### src/design/bmm_fifo.sv
// small register queue used between front and back and at the result side
module bmm_fifo #(
   parameter int WIDTH = 8,
   parameter int DEPTH = 2
) (
   input  logic             clock,
   input  logic             reset,
   input  logic             push,
   input  logic [WIDTH-1:0] push_data,
   output logic             full,
   input  logic             pop,
   output logic [WIDTH-1:0] pop_data,
   output logic             empty
);

   localparam int PTR_W = (DEPTH > 1) ? $clog2(DEPTH) : 1;
   localparam int CNT_W = $clog2(DEPTH + 1);

   logic [WIDTH-1:0] slot_ff [DEPTH];
   logic [PTR_W-1:0] wr_ptr_ff, wr_ptr_in;
   logic [PTR_W-1:0] rd_ptr_ff, rd_ptr_in;
   logic [CNT_W-1:0] count_ff, count_in;
   logic             do_push, do_pop;

   assign full     = (count_ff == CNT_W'(DEPTH));
   assign empty    = (count_ff == '0);
   assign do_push  = push && !full;
   assign do_pop   = pop && !empty;
   assign pop_data = slot_ff[rd_ptr_ff];

   always_comb begin
      wr_ptr_in = wr_ptr_ff;
      rd_ptr_in = rd_ptr_ff;
      count_in  = count_ff;
      if (do_push) begin
         wr_ptr_in = (wr_ptr_ff == PTR_W'(DEPTH - 1)) ? '0 : wr_ptr_ff + PTR_W'(1);
      end
      if (do_pop) begin
         rd_ptr_in = (rd_ptr_ff == PTR_W'(DEPTH - 1)) ? '0 : rd_ptr_ff + PTR_W'(1);
      end
      if (do_push && !do_pop) begin
         count_in = count_ff + CNT_W'(1);
      end else if (do_pop && !do_push) begin
         count_in = count_ff - CNT_W'(1);
      end
   end

   always_ff @(posedge clock) begin
      if (reset) begin
         wr_ptr_ff <= '0;
         rd_ptr_ff <= '0;
         count_ff  <= '0;
      end else begin
         wr_ptr_ff <= wr_ptr_in;
         rd_ptr_ff <= rd_ptr_in;
         count_ff  <= count_in;
      end
   end

   always_ff @(posedge clock) begin
      if (do_push) begin
         slot_ff[wr_ptr_ff] <= push_data;
      end
   end

endmodule

### config.mk
export PLATFORM = sky130hd
export DESIGN_NAME = bmm_fifo
export DESIGN_NICKNAME = d
export VERILOG_FILES = /design/src/design/bmm_fifo.sv
export SDC_FILE = /design/constraint.sdc
export NUM_CORES = 1
export LEC_CHECK = 0
export ABC_AREA = 0
export BUFFER_PORTS_ARGS = -buffer_cell sky130_fd_sc_hd__buf_2
export CAP_MARGIN = 20
export CORE_MARGIN = 1.5
export CORE_UTILIZATION = 40
export CTS_CLUSTER_DIAMETER = 120
export DETAILED_ROUTE_END_ITERATION = 6
export PLACE_DENSITY = 0.74
export SLEW_MARGIN = 20
export SYNTH_ARGS = -nofsm -noshare
export SYNTH_HDL_FRONTEND = slang
export SYNTH_SLANG_ARGS = --single-unit
### constraint.sdc
create_clock -name clock -period 1.4 [get_ports clock]
set_input_delay 0.28 -clock clock [delete_from_list [all_inputs] [get_ports clock]]
set_output_delay 0.28 -clock clock [all_outputs]
set_load 0.01 [all_outputs]
======== Word level (Yosys, flattened, before mapping) ========
Memory sizes are Yosys's and may differ from the RTL's. A register that Yosys moved wholly into a read port is not among the register bits.
Index checks and enable logic that the tools add are counted.
word-level totals
  register bits after elaboration ......... 4
  word-level logic and storage cells ...... 27
  input port bits ......................... 12
  RAM bits ................................ 16
  output and inout port bits .............. 10
  memories ................................ 1
operators by class
  multiplexer cells ....................... 8
  equality and inequality tests ........... 1
  reductions and logical operators ........ 10
  $add $sub $neg .......................... 4
memory list
  memory   words  bits a word  read ports  clocked after Yosys merged registers in  wr ports  RTL line  source
  slot_ff  2      8            1           1                                        1         19        logic [WIDTH-1:0] slot_ff [DEPTH];
operators with widths
  operator             number
  $mux 1               6
  $logic_and 1x1->1    4
  $logic_not 1->1      4
  $mux 2               2
  $add 1x1->1 const B  2
  $add 2x1->2 const B  1
  $eq 2x2->1 const B   1
  $logic_not 2->1      1
  $reduce_bool 2->1    1
  $sub 2x1->2 const B  1

======== Longest topological paths before layout ========
Gate-level depths: netlist of the first run.
  depth after elaboration ................. 7
  mapped depth ............................ 6
  gate-level depth less buffers ........... 6

======== Worst setup path before layout of the first run ========
No wires, ideal clock.
  path kind ............................... register -> register
  start ................................... register count_ff[1]
  end ..................................... register count_ff[1]
  period minus slack after synthesis ...... 1.492 ns
  required time ........................... 1.330 ns
  stages on the path, launching flop included .. 6
  arrival ................................. 1.422 ns
  setup slack ............................. -0.092 ns
  buffers on the path ..................... 0
  library setup time ...................... 0.070 ns
  path through ............................ dfxtp_1 -> nor2b_2 -> nor2_1 -> ha_1 -> or3_1 -> a21oi_1
on the way
  longest elaborated chain between the ends .. 6
  elaborated cells on any way between the ends .. 15
  those cells by class .................... 2 x add/sub; 1 x eq/ne; 2 x mux; 10 x reduce/logical
RTL lines
  item                         RTL line  source
  start, declared              22        logic [CNT_W-1:0] count_ff, count_in;
  start signal, assigned       56        count_ff <= count_in;
  $eq 2x2->1 (*)               25        assign full = (count_ff == CNT_W'(DEPTH));
  net full                     10        output logic full,
  $logic_not 1->1 (*)          27        assign do_push = push && !full;
  $logic_and 1x1->1 (*)        27
  $logic_not 1->1              43        end else if (do_pop && !do_push) begin
  $logic_and 1x1->1            43
  $reduce_bool 2->1 (no line)  n/a
The timed path passes the listed nets; every way through them passes the cells marked *. The select of a mux whose other input is x is not followed.
A chain may end at the register's enable or synchronous reset.

==> flow_metrics.env, run 1 <==
export IMPL_leakage_nw=0.4730
export IMPL_vias_per_cell=4.579
export IMPL_start_kind="register"
export IMPL_fp_dieW_um=47.53
export IMPL_cts_buffers_inserted=3
export IMPL_async_flop_share=0
export IMPL_clock_latency_ps=280
export IMPL_layout_nets=96
export IMPL_tightestPinTransition_ps=367.1
export IMPL_synth_edf_count=16
export IMPL_fmax_ghz=0.6881
export IMPL_placed_cells=98
export IMPL_final_hold_violation_count=0
export IMPL_drt_iter0_markers=5
export IMPL_endpoint_kind="output pin"
export IMPL_slew_viol_final=0
export IMPL_num_antenna_cells=0
export IMPL_yosys_cell_types_count=13
export IMPL_setup_viol=17
export IMPL_ys_seq_area_frac=0.7319
export IMPL_grt_max_degree=12
export IMPL_clkSinkCount=21
export IMPL_synth_warnings=0
export IMPL_drt_wl_total_um=1355
export IMPL_avgSynthCellArea_um2=15.87
export IMPL_post_route_util=0.6424
export IMPL_cp_required_ps=1120
export IMPL_dr_pass1_iters=2
export IMPL_port_buffers=21
export IMPL_setup_tns_ps=-480.0
export IMPL_hold_class="input port to register"
export IMPL_grt_ovfl_total=0
export IMPL_dieArea_um2=2259
export IMPL_wl_per_cell_um=12.66
export IMPL_max_slew_margin=0.7553
export IMPL_place_congestion=0.6346
export IMPL_final_cells=107
export IMPL_io_pins=22
export IMPL_violations="setup timing"
export IMPL_cts_max_path_buffers=2
export IMPL_grt_pass1_vias=486
export IMPL_grt_setup_unrepaired="yes"
export IMPL_dp_hpwl_um=852.3
export IMPL_synth_seq_cells=21
export IMPL_cap_violations=0
export IMPL_root_buffer="clkbuf_4"
export IMPL_fp_dieH_um=47.53
export IMPL_synth_area_leaders="edfxtp_1 (61%), dfxtp_1 (13%), mux2_2 (11%)"
export IMPL_grt_pass1_wl_um=1980
export IMPL_yosys_area_top_type_share=0.6057
export IMPL_postCtsHoldBufs=0
export IMPL_worst_slack_ps=-53.18
export IMPL_yosys_top_cells_count="edfxtp_1 (16), mux2_2 (8), dfxtp_1 (5), nor2_1 (5)"
export IMPL_path_clk_slew_ps=110
export IMPL_period_minus_slack_ps=1453
export IMPL_path_class="register to output pin"
export IMPL_core_um2=1802
export IMPL_core_rowCount=15
export IMPL_syn_area_um2=793.3
export IMPL_yosysTopAreaCell="edfxtp_1"
export IMPL_cts_tree="done"
export IMPL_initial_utilization=0.4403
export IMPL_crit_path_max_fanout=8
export IMPL_synth_flop_cell="edfxtp_1"
export IMPL_power_density_nw_per_um2=1818
export IMPL_peakVddDrop_v=0.001051
export IMPL_vias=490
export IMPL_synth_nets=63
export IMPL_synth_most_common_cell="edfxtp_1"
export IMPL_final_layout_size_suffix_gt1_frac=0.6220
export IMPL_total_power_w=0.002104
export IMPL_ant_nets=0
export IMPL_antenna_found_initial=0
export IMPL_syn_instance_count=50
export IMPL_worstPathArrival_ps=1170
export IMPL_status="finished with violations"
export IMPL_htree_levels=1
export IMPL_finalClockSkew_ps=4.929
export IMPL_drc_errors=0
export IMPL_timing_final_crit_share=1.038
export IMPL_grt_usage=0.1306
export IMPL_area_delta_synth_final_pct=45.90
==> through the flow <==
stage	setup WS [ps]	hold WS (ps)	area [um2]
final	-53.18	178.5	1157
after detailed placement	-33.67	471.2	967.2
after floorplan	-11.12	341.7	800.8
after CTS	-63.25	176.0	1096
after global placement	40.51	468.4	967.2
after global routing	-114.1	164.5	1157
==> power breakdown <==
group,internal [W],switching [W]
registers,0.000812,0.000103
clock network,0.000110,0.000156
logic,0.000576,0.000346
total,0.00150,0.000605
==> final timing paths <==
check               startpoint             to  slack [ps]  cells past startpoint
hold / removal    push_data[6]  slot_ff[1][6]         180                      1
setup reg to reg   count_ff[0]    count_ff[1]         -40                      6
setup / recovery      register    pop_data[0]         -50                      2
hold reg to reg      wr_ptr_ff      wr_ptr_ff         510                      2
==> timing repair <==
item / CTS / global route
endpoints found under the setup margin: 9 / 10
resized for setup: 22 / 7
pin swaps: 1 / 3
setup buffers: 1 / 4
==> cell families (layout without fill, tap and decap cells) <==
logic type | count (synthesis) | in the layout | share of synthesized area
compound gates | 5 | 5 | 0.03154
xor+xnor | 3 | 3 | 0.03313
fa+ha+maj | 1 | 1 | 0.01577
buf+inv | 3 | 35 | 0.01577
flops | 21 | 21 | 0.7319
mux | 8 | 8 | 0.1136
simple gates | 9 | 9 | 0.05837
==> layout make-up <==
class / instances / area, um2
tap: 25 / 31.28
fill: 147 / 644.4
inverter: 2 / 7.507
multi-input combinational: 26 / 275.3
timing repair buffer: 29 / 227.7
clock buffer: 4 / 26.28
sequential: 21 / 589.3
==> registers in the layout (all words and copies together) (netlist names), named ones only <==
signal	cells
slot_ff	16
count_ff	2
rd_ptr_ff	1
wr_ptr_ff	1
==> per-layer routing <==
layer	GRT usage	up-vias	part of all wire
met5	0	-	0
met4	0.04865	0	0.0066
met3	0.03396	2	0.040
met2	0.2432	14	0.56
met1	0.1411	229	0.39
li1	-	245	-
==> worst max-delay path: stages (launching register included) <==
cell and delay, ps:
dfxtp_4 450, mux2_4 330, buf_6 120
==> layout by cell type (no fill, tap or decap), types with 2 or more instances in the layout <==
| master | synthesis | layout |
|---|---|---|
| buf_6 | 0 | 8 |
| xor2_1 | 3 | 2 |
| dfxtp_4 | 0 | 2 |
| dfxtp_1 | 5 | 2 |
| nor2_1 | 5 | 4 |
| edfxtp_1 | 16 | 16 |
| mux2_4 | 0 | 8 |
| buf_4 | 0 | 7 |
| buf_2 | 1 | 13 |
| clkbuf_4 | 0 | 3 |
(Power assumes the default switching activity.)
==> inputs of run 2 (changes only) <==
--- a/config.mk
+++ b/config.mk
@@ -9,10 +9,10 @@
 export BUFFER_PORTS_ARGS = -buffer_cell sky130_fd_sc_hd__buf_2
 export CAP_MARGIN = 20
 export CORE_MARGIN = 1.5
-export CORE_UTILIZATION = 40
+export CORE_UTILIZATION = 30
 export CTS_CLUSTER_DIAMETER = 120
 export DETAILED_ROUTE_END_ITERATION = 6
-export PLACE_DENSITY = 0.74
+export PLACE_DENSITY = 0.59
 export SLEW_MARGIN = 20
 export SYNTH_ARGS = -nofsm -noshare
 export SYNTH_HDL_FRONTEND = slang
==> constraint.sdc (replaced) <==
create_clock -name clock -period 1.8 [get_ports clock]
set_input_delay 0.18 -clock clock [delete_from_list [all_inputs] [get_ports clock]]
set_output_delay 0.18 -clock clock [all_outputs]
set_load 0.01 [all_outputs]
==> flow_metrics.env, run 2 (same netlist as run 1, synthesis figures left out) <==
export IMPL_finalClockSkew_ps=0.5962
export IMPL_rr_startpoint="count_ff[0]"
export IMPL_cts_tree="done"
export IMPL_vias=442
export IMPL_core_um2=2500
export IMPL_grt_setup_unrepaired="no"
export IMPL_status="complete, no violations"
export IMPL_whs_endpoint="slot_ff[0][7]"
export IMPL_r2r_worst_path_cells=4
export IMPL_io_pins=22
export IMPL_num_antenna_cells=0
export IMPL_grt_max_degree=12
export IMPL_drt_wl_total_um=1179
export IMPL_endpoint_kind="register"
export IMPL_setup_tns_ps=0
export IMPL_dieArea_um2=2962
export IMPL_largest_reg_flops=16
export IMPL_core_rowCount=18
export IMPL_drc_errors=0
export IMPL_final_cell_mix="buf_2 (21), edfxtp_1 (16), mux2_2 (8), nor2_1 (5), dfxtp_1 (5)"
export IMPL_leakage_nw=0.3780
export IMPL_crit_path_max_fanout=5
export IMPL_clkSinkCount=21
export IMPL_clock_latency_ps=280
export IMPL_timing_final_crit_share=0.8612
export IMPL_initial_utilization=0.3173
export IMPL_dp_hpwl_um=863.8
export IMPL_grt_pass1_vias=375
export IMPL_slew_viol_final=0
export IMPL_hold_class="input port to register"
export IMPL_grt_ovfl_total=0
export IMPL_power_density_nw_per_um2=1326
export IMPL_final_cells=104
export IMPL_path_class="register to register"
export IMPL_final_hold_violation_count=0
export IMPL_grt_usage=0.07933
export IMPL_setup_viol=0
export IMPL_drt_iter0_markers=0
export IMPL_cts_resized=0
export IMPL_post_cts_setup_buffers=0
export IMPL_top_register="slot_ff"
export IMPL_placed_cells=100
export IMPL_layout_nets=88
export IMPL_dr_pass1_iters=1
export IMPL_final_layout_size_suffix_gt1_frac=0.4459
export IMPL_max_slew_margin=0.7390
export IMPL_cp_required_ps=2020
export IMPL_tightestPinTransition_ps=391.5
export IMPL_cap_violations=0
export IMPL_hold_depth=1
export IMPL_top_regs="slot_ff: 16 flops, count_ff: 2 flops"
export IMPL_port_buffers=21
export IMPL_cts_buffers_inserted=3
export IMPL_vias_per_cell=4.250
export IMPL_peakVddDrop_v=0.0006572
export IMPL_place_congestion=0.5802
export IMPL_worstPathArrival_ps=1770
export IMPL_grt_pass1_wl_um=1635
export IMPL_r2r_setup_slack_ps=250
export IMPL_r2r_end="count_ff[1]"
export IMPL_htree_levels=1
export IMPL_period_minus_slack_ps=1550
export IMPL_fmax_ghz=0.6451
export IMPL_layout_commonest_cell="buf_2"
export IMPL_postCtsHoldBufs=0
export IMPL_root_buffer="clkbuf_4"
export IMPL_wl_per_cell_um=11.34
export IMPL_fp_dieH_um=54.42
export IMPL_ant_nets=0
export IMPL_cts_max_path_buffers=2
export IMPL_start_kind="register"
export IMPL_antenna_found_initial=0
export IMPL_path_clk_slew_ps=110
export IMPL_min_from="push_data[7]"
export IMPL_area_delta_synth_final_pct=20.66
export IMPL_fp_dieW_um=54.42
## run 2: cell count changes in the layout (fill, tap and decap cells not counted), moves of 2 or more
cell	delta
dfxtp_1	+3
mux2_4	-8
mux2_2	+8
buf_2	+8
buf_4	-7
dfxtp_4	-2
buf_6	-8
o21ai_0	+2
## run 2: power by group
part	internal, W	switching, W	leakage (nW)	total [W]
Clock	0.0000858	0.000125	0.0150	0.000211
Combinational	0.000190	0.000188	0.172	0.000378
Sequential	0.000618	0.0000629	0.191	0.000681
Total	0.000894	0.000376	0.378	0.00127
## run 2: worst max path at each step
stage                start     endpoint  slack [ps]  cells after the start
2_1_floorplan  count_ff[1]  count_ff[1]         310                      5
3_3_place_gp   count_ff[0]  count_ff[1]         300                      4
3_5_place_dp   count_ff[0]  count_ff[1]         260                      4
4_1_cts           register  pop_data[0]         210                      2
5_1_grt        count_ff[1]  count_ff[1]         150                      5
6_report       count_ff[0]  count_ff[1]         250                      4
## run 2: through the flow
stage | hold slack, ps | util | power, W | area [um2] | worst slack [ps]
after floorplan | 249.1 | - | 0.0009455 | 793.3 | 308.1
after global placement | 371.1 | 0.3724 | 0.001071 | 930.9 | 304.1
after detailed placement | 373.7 | 0.3724 | 0.001076 | 930.9 | 260.2
after CTS | 70.43 | 0.3829 | 0.001291 | 957.2 | 211.2
after global routing | 60.94 | 0.3829 | 0.001352 | 957.2 | 150.3
final | 77.36 | 0.3829 | 0.001270 | 957.2 | 249.8
## run 2: worst max-delay path, stage by stage (launching register included)
cell     delay [ps]
dfxtp_1         370
o21ai_0         290
ha_1            310
or3_1           370
a21oi_1         140
## run 2: final cells by class
class | instances | area [um2]
well taps | 30 | 37.54
multi-input cells | 26 | 200.2
clock buffers | 4 | 26.28
repair buffers | 21 | 105.1
flip-flops and latches | 21 | 580.6
fillers | 249 | 1543
inverters | 2 | 7.507
## run 2: routing by layer
metal	share of wire	GRT usage
met2	0.45	0.1386
met3	0.060	0.02459
met1	0.49	0.09739
met5	0	0
met4	0	0.01250
