[src/design/bmm_pkg.sv]
// shared types and constants of the blocked matrix multiplier
package bmm_pkg;

   localparam int BLOCK_SIZE_DEF = 12;
   localparam int MAX_BLOCKS_DEF = 8;

   // fixed by the word formats
   localparam int ELEMENT_BITS = 16;
   localparam int INDEX_W      = 7;
   localparam int ACC_W        = 48;
   localparam int CFG_W        = 4;
   localparam int CSR_INDEX_W  = 2;
   // holds a dimension of up to 16 blocks of 16
   localparam int LIMIT_W      = 9;

   localparam logic [1:0] OP_WR_LEFT  = 2'd0;
   localparam logic [1:0] OP_WR_RIGHT = 2'd1;
   localparam logic [1:0] OP_COMPUTE  = 2'd2;

   localparam logic [CSR_INDEX_W-1:0] CSR_A_ROWS = 2'd0;
   localparam logic [CSR_INDEX_W-1:0] CSR_INNER  = 2'd1;
   localparam logic [CSR_INDEX_W-1:0] CSR_B_COLS = 2'd2;

   typedef enum logic [1:0] {
      CMD_WR_LEFT,
      CMD_WR_RIGHT,
      CMD_COMPUTE,
      CMD_RANGE_ERR
   } cmd_kind_type;

   typedef struct packed {
      logic [1:0]                      opcode;
      logic [INDEX_W-1:0]              row_index;
      logic [INDEX_W-1:0]              col_index;
      logic signed [ELEMENT_BITS-1:0]  element_value;
   } req_type;

   typedef struct packed {
      logic [INDEX_W-1:0]       out_row;
      logic [INDEX_W-1:0]       out_col;
      logic signed [ACC_W-1:0]  product_value;
      logic                     index_error;
   } rsp_type;

   typedef struct packed {
      cmd_kind_type                    kind;
      logic [INDEX_W-1:0]              row;
      logic [INDEX_W-1:0]              col;
      logic signed [ELEMENT_BITS-1:0]  value;
      logic [LIMIT_W-1:0]              inner;
   } cmd_type;

endpackage

[src/design/bmm_front.sv]
// front end: size registers, word decode and range checks
module bmm_front #(
   parameter int BLOCK_SIZE = 12,
   parameter int MAX_BLOCKS = 8
) (
   input  logic                              clock,
   input  logic                              reset,
   input  logic                              req_push,
   input  bmm_pkg::req_type                  req_data,
   output logic                              req_full,
   input  logic                              csr_valid,
   output logic                              csr_ready,
   input  logic [bmm_pkg::CSR_INDEX_W-1:0]   csr_index,
   input  logic [bmm_pkg::CFG_W-1:0]         csr_data,
   input  logic                              cmd_full,
   output logic                              cmd_push,
   output bmm_pkg::cmd_type                  cmd_word
);

   import bmm_pkg::*;

   localparam int DIM = BLOCK_SIZE * MAX_BLOCKS;

   function automatic logic [LIMIT_W-1:0] blocks_to_limit(input logic [CFG_W-1:0] v);
      logic [CFG_W:0] b;
      b = {1'b0, v};
      if (b == '0) b = (CFG_W + 1)'(1);
      if (b > (CFG_W + 1)'(MAX_BLOCKS)) b = (CFG_W + 1)'(MAX_BLOCKS);
      return LIMIT_W'(b * BLOCK_SIZE);
   endfunction

   logic [LIMIT_W-1:0] rows_ff, inner_ff, cols_ff;
   logic [LIMIT_W-1:0] row_l, col_l;
   logic               accept, in_store, in_result;

   assign csr_ready = 1'b1;
   assign req_full  = cmd_full;
   assign accept    = req_push && !cmd_full;

   assign row_l     = LIMIT_W'(req_data.row_index);
   assign col_l     = LIMIT_W'(req_data.col_index);
   assign in_store  = (row_l < LIMIT_W'(DIM)) && (col_l < LIMIT_W'(DIM));
   assign in_result = (row_l < rows_ff) && (col_l < cols_ff);

   // only the effective sizes are kept, the raw bits are never read back
   always_ff @(posedge clock) begin
      if (reset) begin
         rows_ff  <= LIMIT_W'(BLOCK_SIZE);
         inner_ff <= LIMIT_W'(BLOCK_SIZE);
         cols_ff  <= LIMIT_W'(BLOCK_SIZE);
      end else if (csr_valid) begin
         unique case (csr_index)
            CSR_A_ROWS: rows_ff  <= blocks_to_limit(csr_data);
            CSR_INNER:  inner_ff <= blocks_to_limit(csr_data);
            CSR_B_COLS: cols_ff  <= blocks_to_limit(csr_data);
            default: ;
         endcase
      end
   end

   always_comb begin
      cmd_push       = 1'b0;
      cmd_word.kind  = CMD_WR_LEFT;
      cmd_word.row   = req_data.row_index;
      cmd_word.col   = req_data.col_index;
      cmd_word.value = req_data.element_value;
      cmd_word.inner = inner_ff;
      unique case (req_data.opcode)
         OP_WR_LEFT: begin
            cmd_word.kind = CMD_WR_LEFT;
            cmd_push      = accept && in_store;
         end
         OP_WR_RIGHT: begin
            cmd_word.kind = CMD_WR_RIGHT;
            cmd_push      = accept && in_store;
         end
         OP_COMPUTE: begin
            cmd_word.kind = in_result ? CMD_COMPUTE : CMD_RANGE_ERR;
            cmd_push      = accept;
         end
         default: ;
      endcase
   end

endmodule

[config.mk]
export PLATFORM = sky130hd
export DESIGN_NAME = bmm_front
export DESIGN_NICKNAME = d
export VERILOG_FILES = /design/src/design/bmm_pkg.sv /design/src/design/bmm_front.sv
export SDC_FILE = /design/constraint.sdc
export NUM_CORES = 1
export LEC_CHECK = 0
export ABC_CLOCK_PERIOD_IN_PS = 1800
export BUFFER_PORTS_ARGS = -buffer_cell sky130_fd_sc_hd__buf_4
export CORE_MARGIN = 1.5
export CORE_UTILIZATION = 43
export CTS_BUF_LIST = sky130_fd_sc_hd__clkbuf_8
export CTS_CLUSTER_DIAMETER = 200
export DETAILED_ROUTE_END_ITERATION = 8
export GPL_TIMING_DRIVEN = 0
export HOLD_SLACK_MARGIN = 0.1
export PLACE_DENSITY = 0.82
export SLEW_MARGIN = 10
export SYNTH_ARGS = -nofsm -noshare
export SYNTH_HDL_FRONTEND = slang
export SYNTH_SLANG_ARGS = --single-unit
[constraint.sdc]
create_clock -name clock -period 1.8 [get_ports clock]
set_input_delay 0.09 -clock clock [delete_from_list [all_inputs] [get_ports clock]]
set_output_delay 0.09 -clock clock [all_outputs]
set_load 0.05 [all_outputs]
# ---- Word level (Yosys, flattened, before mapping)
# Index checks and enable logic that the tools add are counted.
dict set report totals {
  word_cells 54
  ff_bits 21
  output_inout_bits 44
  in_bits 43
}
dict set report op_classes {
  muxes 25
  eq_ne 4
  magnitude_cmp 7
  n_reduce_logical 12
  multipliers 3
}
# op n
set ops {}
lappend ops {{$mux 5} 21}
lappend ops {{$mul 5x2->7 const B} 3}
lappend ops {{$lt 7x9->1} 2}
lappend ops {{$gt 5x4->1 const B} 3}
lappend ops {{$lt 7x7->1 const B} 2}
lappend ops {{$reduce_and 2->1} 3}
lappend ops {{$eq 2x1->1 const B} 2}
lappend ops {{$eq 2x2->1 const B} 2}
lappend ops {{$logic_and 1x1->1} 4}
lappend ops {{$logic_not 2->1} 2}
lappend ops {{$logic_not 4->1} 1}
lappend ops {{$mux 4} 1}
lappend ops {{$pmux 2 s2} 1}
lappend ops {{$pmux 1 s2} 1}
lappend ops {{$reduce_or 2->1} 1}
lappend ops {{$logic_not 1->1} 1}
lappend ops {{$mux 1} 1}

# ---- Longest topological paths before layout
# Gate-level depths: netlist of run 1.
dict set report logic_depth {
  word_depth 11
  ltp_mapped 9
  depth_no_buf 9
}

# ---- Least setup slack after synthesis of run 1
# Ideal clock, no wire load.
dict set report synth_path {
  path_type {input port to output port}
  from {in req_data[30] (netlist name)}
  to {out cmd_push}
  arrival_ns 2.375
  setup_slack_ns -0.665
  required_time_ns 1.710
  cell_stages 4
  path_cell_list {inv_1 -> ha_1 -> nor2_1 -> nor4b_1}
}
dict set report synth_via {
  elab_chain_cells 3
  elab_cells_between_ends 5
}
# element line
set synth_rtl {}
lappend synth_rtl {{start, declared} bmm_front.sv:9} ;# input bmm_pkg::req_type req_data,
lappend synth_rtl {{$eq 2x1->1 / $logic_not 2->1 (equally long branches)} bmm_front.sv:68} ;# unique case (req_data.opcode)
lappend synth_rtl {{$reduce_or 2->1 (no line)} n/a}
lappend synth_rtl {{$pmux 1 s2 (*)} bmm_front.sv:68}
lappend synth_rtl {{end, declared} bmm_front.sv:16} ;# output logic cmd_push,
# Mark *: on every way between the ends. The rest lies on a longest branch, timed or not.

==> flow_summary.ini, run 1 <==
[flow_run]
drv_cap = 0

[floorplan]
ios = 87
core-area_um2 = 2829
die_w_um = 58.49
die_area_um2 = 3421
start_util_pct = 46.79
rows = 19
die_h_um = 58.49

[global_routing]
grt_pass1_vias = 1010
overflow = 0
track_usage_pct = 15.40
grt_pass1_wl_mm = 4.084
antenna_found_initial = 0
grt_max_degree = 11

[place]
dpl-instance-area_um2 = 1834
port_buffers = 61
gp_congestion = 0.7584
dp_cells = 253
post-dp-hpwl_mm = 2.237

[worst_setup_path]
cp_slowest_cell = dfxtp_1
endpoint_kind = output pin
slowest_delay_ns = 0.35
path_cells = inv_1 -> ha_1 -> a21oi_2 -> a211oi_1 -> o31a_1 -> buf_6
cp.buffers_inverters = 2
setup.worst_path.class = reg -> out
r2r_setup_slack_ns = 0.99
crit_family = compound AO/OA/AOI/OAI gates
arrival_ns = 1.64
startpoint_type = flop
path_max_fanout = 2
cp.required_ns = 1.71

[yosys]
netlist_top_cells_area = dfxtp_1 27%, buf_4 20%, ha_1 13%, nor2_1 6.5%, a211o_1 4.0%
yosysMostFrequentCell = buf_4
yosysWarningCount = 0
synthArstFlopShare_pct = 0
syn_area_per_cell_um2 = 8.326
synth_top_area_cell = dfxtp_1
synth_top_area_share_pct = 27.22
ys_types = 28
synth_common_cells = 35 x buf_4, 23 x nor2_1, 18 x dfxtp_1, 14 x ha_1, 13 x inv_1
synth_edf_count = 0
ys_seq_area_share_pct = 27.22
synthCells = 159
syn_area_um2 = 1324
synth-main-ff-cell = dfxtp_1
ys_ff_latch = 18

[sta]
hold_viol = 0
setup_violations = 0
fmax_mhz = 577.2
fin_crit_sh_pct = 96.25
min_period_ns = 1.733
fin_skew_ns = 0
drv_slew = 0

[layout]
antenna_cells = 0
fin_nets = 285
final_area_um2 = 1883
multi_input_area_um2 = 658.1
layout-drive-gt1-share_pct = 45.78
finalNonFillerCells = 256
area_growth_syn_to_layout_pct = 42.25
seq_area_um2 = 360.3
fillCellCount = 243

[clock_network]
path_clk_slew_ns = 0.06
insertion_delay_ns = 0.25
cts_tree = built
root_buffer = clkbuf_8
cts_buffers = 3
cts_max_level = 1
cts_buffer_depth = 2
cts_sinks = 18

[detailed_routing]
vias = 1208
drc = 0
routed_wl_mm = 2.684
drtPass1Iterations = 4
wire_per_inst_um = 10.48
drt_iter0_markers = 33
routed_via_density = 4.719
ant_nets = 0

[power_and_ir_drop]
ir_worst_vdd_mv = 0.3962
power_density_nw_per_um2 = 625.9
p_leak_nw = 0.9818
p_total_w = 0.001179

[status]
outcome = completed

[min_path]
hold_class = in -> reg
-- per-stage QoR --
step	hold slack, ns	setup slack [ns]	TNS (ns)	util, %
finish	0.1611	0.06747	0	66.56
global route	0.1900	-0.007321	-0.007321	66.56
CTS	0.1519	0.008321	0	66.30
detailed placement	0.4179	0.002290	0	64.84
global placement	0.4092	0.02120	0	64.84
floorplan	0.2375	0.01320	0	-
-- power breakdown --
| part | internal, W | total [W] | switching (W) |
|---|---|---|---|
| clock | 0.000149 | 0.000273 | 0.000125 |
| sequential | 0.000415 | 0.000422 | 0.00000737 |
| combinational | 0.000192 | 0.000483 | 0.000291 |
| total | 0.000755 | 0.00118 | 0.000423 |
-- area by class of cell --
cell class / count / area share (%)
Multi-Input combinational cell: 92 / 34.95
Timing Repair Buffer: 61 / 24.52
Sequential cell: 18 / 19.14
Buffer: 38 / 14.55
Inverter: 13 / 2.591
Clock buffer: 3 / 2.193
Tap cell: 31 / 2.060
-- state kept, by name, indices dropped and copies added, names as in the netlist --
register	flops
cols_ff	6
inner_ff	6
rows_ff	6
-- kinds of logic (layout without fill, tap and decap cells) --
group | Yosys count | count (layout) | synth area share (%)
other cells | 2 | 4 | 0.5673
mux | 6 | 6 | 4.631
buf+inv | 51 | 115 | 24.39
compound gates | 25 | 25 | 13.14
fa+ha+maj | 15 | 15 | 14.75
xor+xnor | 1 | 1 | 0.6617
flops | 18 | 18 | 27.22
simple gates | 41 | 41 | 14.65
-- final timing paths --
kind,start,to,cells past startpoint
worst min-delay path,csr_data[3],rows_ff[7],3
worst min register to register,rows_ff[4],rows_ff[4],2
worst max-delay path,cols_ff[4],cmd_word[39],6
worst max register to register,rows_ff[3],rows_ff[3],3
-- per-layer routing --
metal  share of wire (%)  GRT usage (%)
met2                  47          26.00
met4                 1.6          7.973
met3                 9.6          3.077
met5                   0              0
met1                  41          18.38
-- repair_timing --
| item | 4_1_cts | 5_1_grt |
|---|---|---|
| hold buffers | 0 | 0 |
| endpoints found under the setup margin | 0 | 1 |
| buffers inserted | 0 | 0 |
| endpoints found under the hold margin | 0 | 0 |
| resized for setup | 0 | 2 |
-- placed cells by master, fill, tap and decap left out, types with 3 or more instances in the layout --
master    count
mux2i_1       5
clkbuf_8      3
dfxtp_1      18
nand3_1       3
a211o_1       6
conb_1        4
buf_4        95
inv_1        13
a21oi_1       9
a211oi_1      4
nor2_1       23
ha_1         14
nand2_1       6
-- tightest hold or removal path, stage by stage --
cell	delay, ns
buf_4	0.13
nand3_1	0.08
a21oi_1	0.06
(Power assumes the default switching activity.)
==> run 2: changes to the inputs <==
--- a/config.mk
+++ b/config.mk
@@ -7,14 +7,16 @@
 export LEC_CHECK = 0
 export ABC_CLOCK_PERIOD_IN_PS = 1800
 export BUFFER_PORTS_ARGS = -buffer_cell sky130_fd_sc_hd__buf_4
+export CELL_PAD_IN_SITES_DETAIL_PLACEMENT = 1
+export CELL_PAD_IN_SITES_GLOBAL_PLACEMENT = 2
 export CORE_MARGIN = 1.5
-export CORE_UTILIZATION = 43
+export CORE_UTILIZATION = 22
 export CTS_BUF_LIST = sky130_fd_sc_hd__clkbuf_8
 export CTS_CLUSTER_DIAMETER = 200
 export DETAILED_ROUTE_END_ITERATION = 8
 export GPL_TIMING_DRIVEN = 0
 export HOLD_SLACK_MARGIN = 0.1
-export PLACE_DENSITY = 0.82
+export PLACE_DENSITY_LB_ADDON = 0.1
 export SLEW_MARGIN = 10
 export SYNTH_ARGS = -nofsm -noshare
 export SYNTH_HDL_FRONTEND = slang
==> flow_summary.ini, run 2 (synthesis results as in run 1) <==
[global_routing]
track_usage_pct = 10.13
overflow = 0
antenna_found_initial = 0
grt_pass1_wl_mm = 5.181
grt_max_degree = 11
grt_pass1_vias = 1137

[detailed_routing]
routed_via_density = 4.073
vias = 1222
wire_per_inst_um = 11.22
drtPass1Iterations = 2
ant_nets = 0
drc = 0
routed_wl_mm = 3.365
drt_iter0_markers = 6

[sta]
rsz0062_at_grt = no
holdWs_ns = 0.1703
hold_viol = 0
setup_violations = 0
min_period_ns = 1.735
drv_slew = 0
fin_skew_ns = 0
fmax_mhz = 576.5
fin_crit_sh_pct = 96.37

[layout]
layout-drive-gt1-share_pct = 45.78
reg.largest.list = cols_ff x6, inner_ff x6, rows_ff x6
final_core_utilization_pct = 33.13
area_growth_syn_to_layout_pct = 46.41
layout_commonest_cell = buf_4
fin_nets = 285
final_cell_mix = 95 x buf_4, 23 x nor2_1, 18 x dfxtp_1
antenna_cells = 0
finalNonFillerCells = 300

[place]
dp_cells = 297
port_buffers = 61
post-dp-hpwl_mm = 2.962
gp_congestion = 0.7491

[worst_setup_path]
path_max_fanout = 2
rr_startpoint = rows_ff[3]
path_cells = inv_1 -> ha_1 -> a21oi_1 -> o221ai_1 -> o31a_1 -> buf_6
r2r_cells = 3
r2r_end = rows_ff[3]
r2r_setup_slack_ns = 1.00
arrival_ns = 1.64
cp_slowest_cell = o31a_1
cp-startpoint = cols_ff[6]
crit_path_end = cmd_word[39]
setup.worst_path.class = reg -> out
endpoint_kind = output pin
slowest_delay_ns = 0.33
cp.required_ns = 1.71
startpoint_type = flop

[floorplan]
die_h_um = 80.57
die_w_um = 80.57
core-area_um2 = 5851
start_util_pct = 22.63
die_area_um2 = 6492
rows = 28
ios = 87

[clock_network]
root_buffer = clkbuf_8
cts_setup_buffers = 0
cts_buffer_depth = 2
cts_tree = built
holdBufCountCts = 0
path_clk_slew_ns = 0.06
insertion_delay_ns = 0.24
cts_buffers = 3
cts_sinks = 18
cts_max_level = 1

[min_path]
min_from = csr_data[3]
hold_class = in -> reg

[power_and_ir_drop]
p_leak_nw = 0.9818
power_density_nw_per_um2 = 608.6
ir_worst_vdd_mv = 0.3155

[status]
outcome = completed

[flow_run]
drv_cap = 0
==> run 2: report_power, final <==
group	internal [W]	switching, W	total, W
clock	0.000148	0.000118	0.000266
sequential	0.000415	0.00000732	0.000422
combinational	0.000192	0.000299	0.000491
==> run 2: worst min path at each step <==
stage          slack (ns)  depth (start not counted)          to
2_1_floorplan        0.24                          2  rows_ff[7]
3_3_place_gp         0.41                          3  rows_ff[7]
3_5_place_dp         0.43                          3  rows_ff[7]
4_1_cts              0.16                          3  rows_ff[7]
5_1_grt              0.20                          3  rows_ff[7]
6_report             0.17                          3  rows_ff[7]
==> run 2: cell type report <==
class,instances,area (um2)
plain buffers,38,274.0
well taps,75,93.84
multi-input cells,92,658.1
repair buffers,61,461.7
flip-flops and latches,18,360.3
inverters,13,48.80
clock buffers,3,41.29
fillers,697,3913
==> run 2: critical path, delay by kind of cell (launching register included) <==
| kind | cells | cell delay, ns |
|---|---|---|
| fa+ha+maj | 1 | 0.29 |
| flops | 1 | 0.31 |
| compound gates | 3 | 0.60 |
| buf+inv | 2 | 0.21 |
==> run 2: repair_timing <==
item / in CTS / in global routing
hold endpoints to repair: 0 / 0
gates resized for setup: 0 / 2
endpoints found under the setup margin: 0 / 1
==> run 2: stage by stage <==
stage	instance area, um2	setup WS, ns	setup TNS, ns	total power, W
floorplan	1338	0.01320	0	0.0007761
global placement	1889	-0.08056	-0.2060	0.0009160
finish	1938	0.06528	0	0.001180
global route	1938	0.01402	0	0.001245
detailed placement	1889	-0.1479	-0.3654	0.0009253
CTS	1931	0.008858	0	0.001198
==> run 2: per-layer routing <==
| metal | vias to the layer above | global-route usage, % | part of all wire, % |
|---|---|---|---|
| met5 | - | 0 | 0 |
| met4 | 0 | 3.103 | 0.71 |
| met3 | 2 | 1.136 | 7.2 |
| met2 | 47 | 18.49 | 50 |
| met1 | 551 | 12.28 | 42 |
| li1 | 622 | - | - |
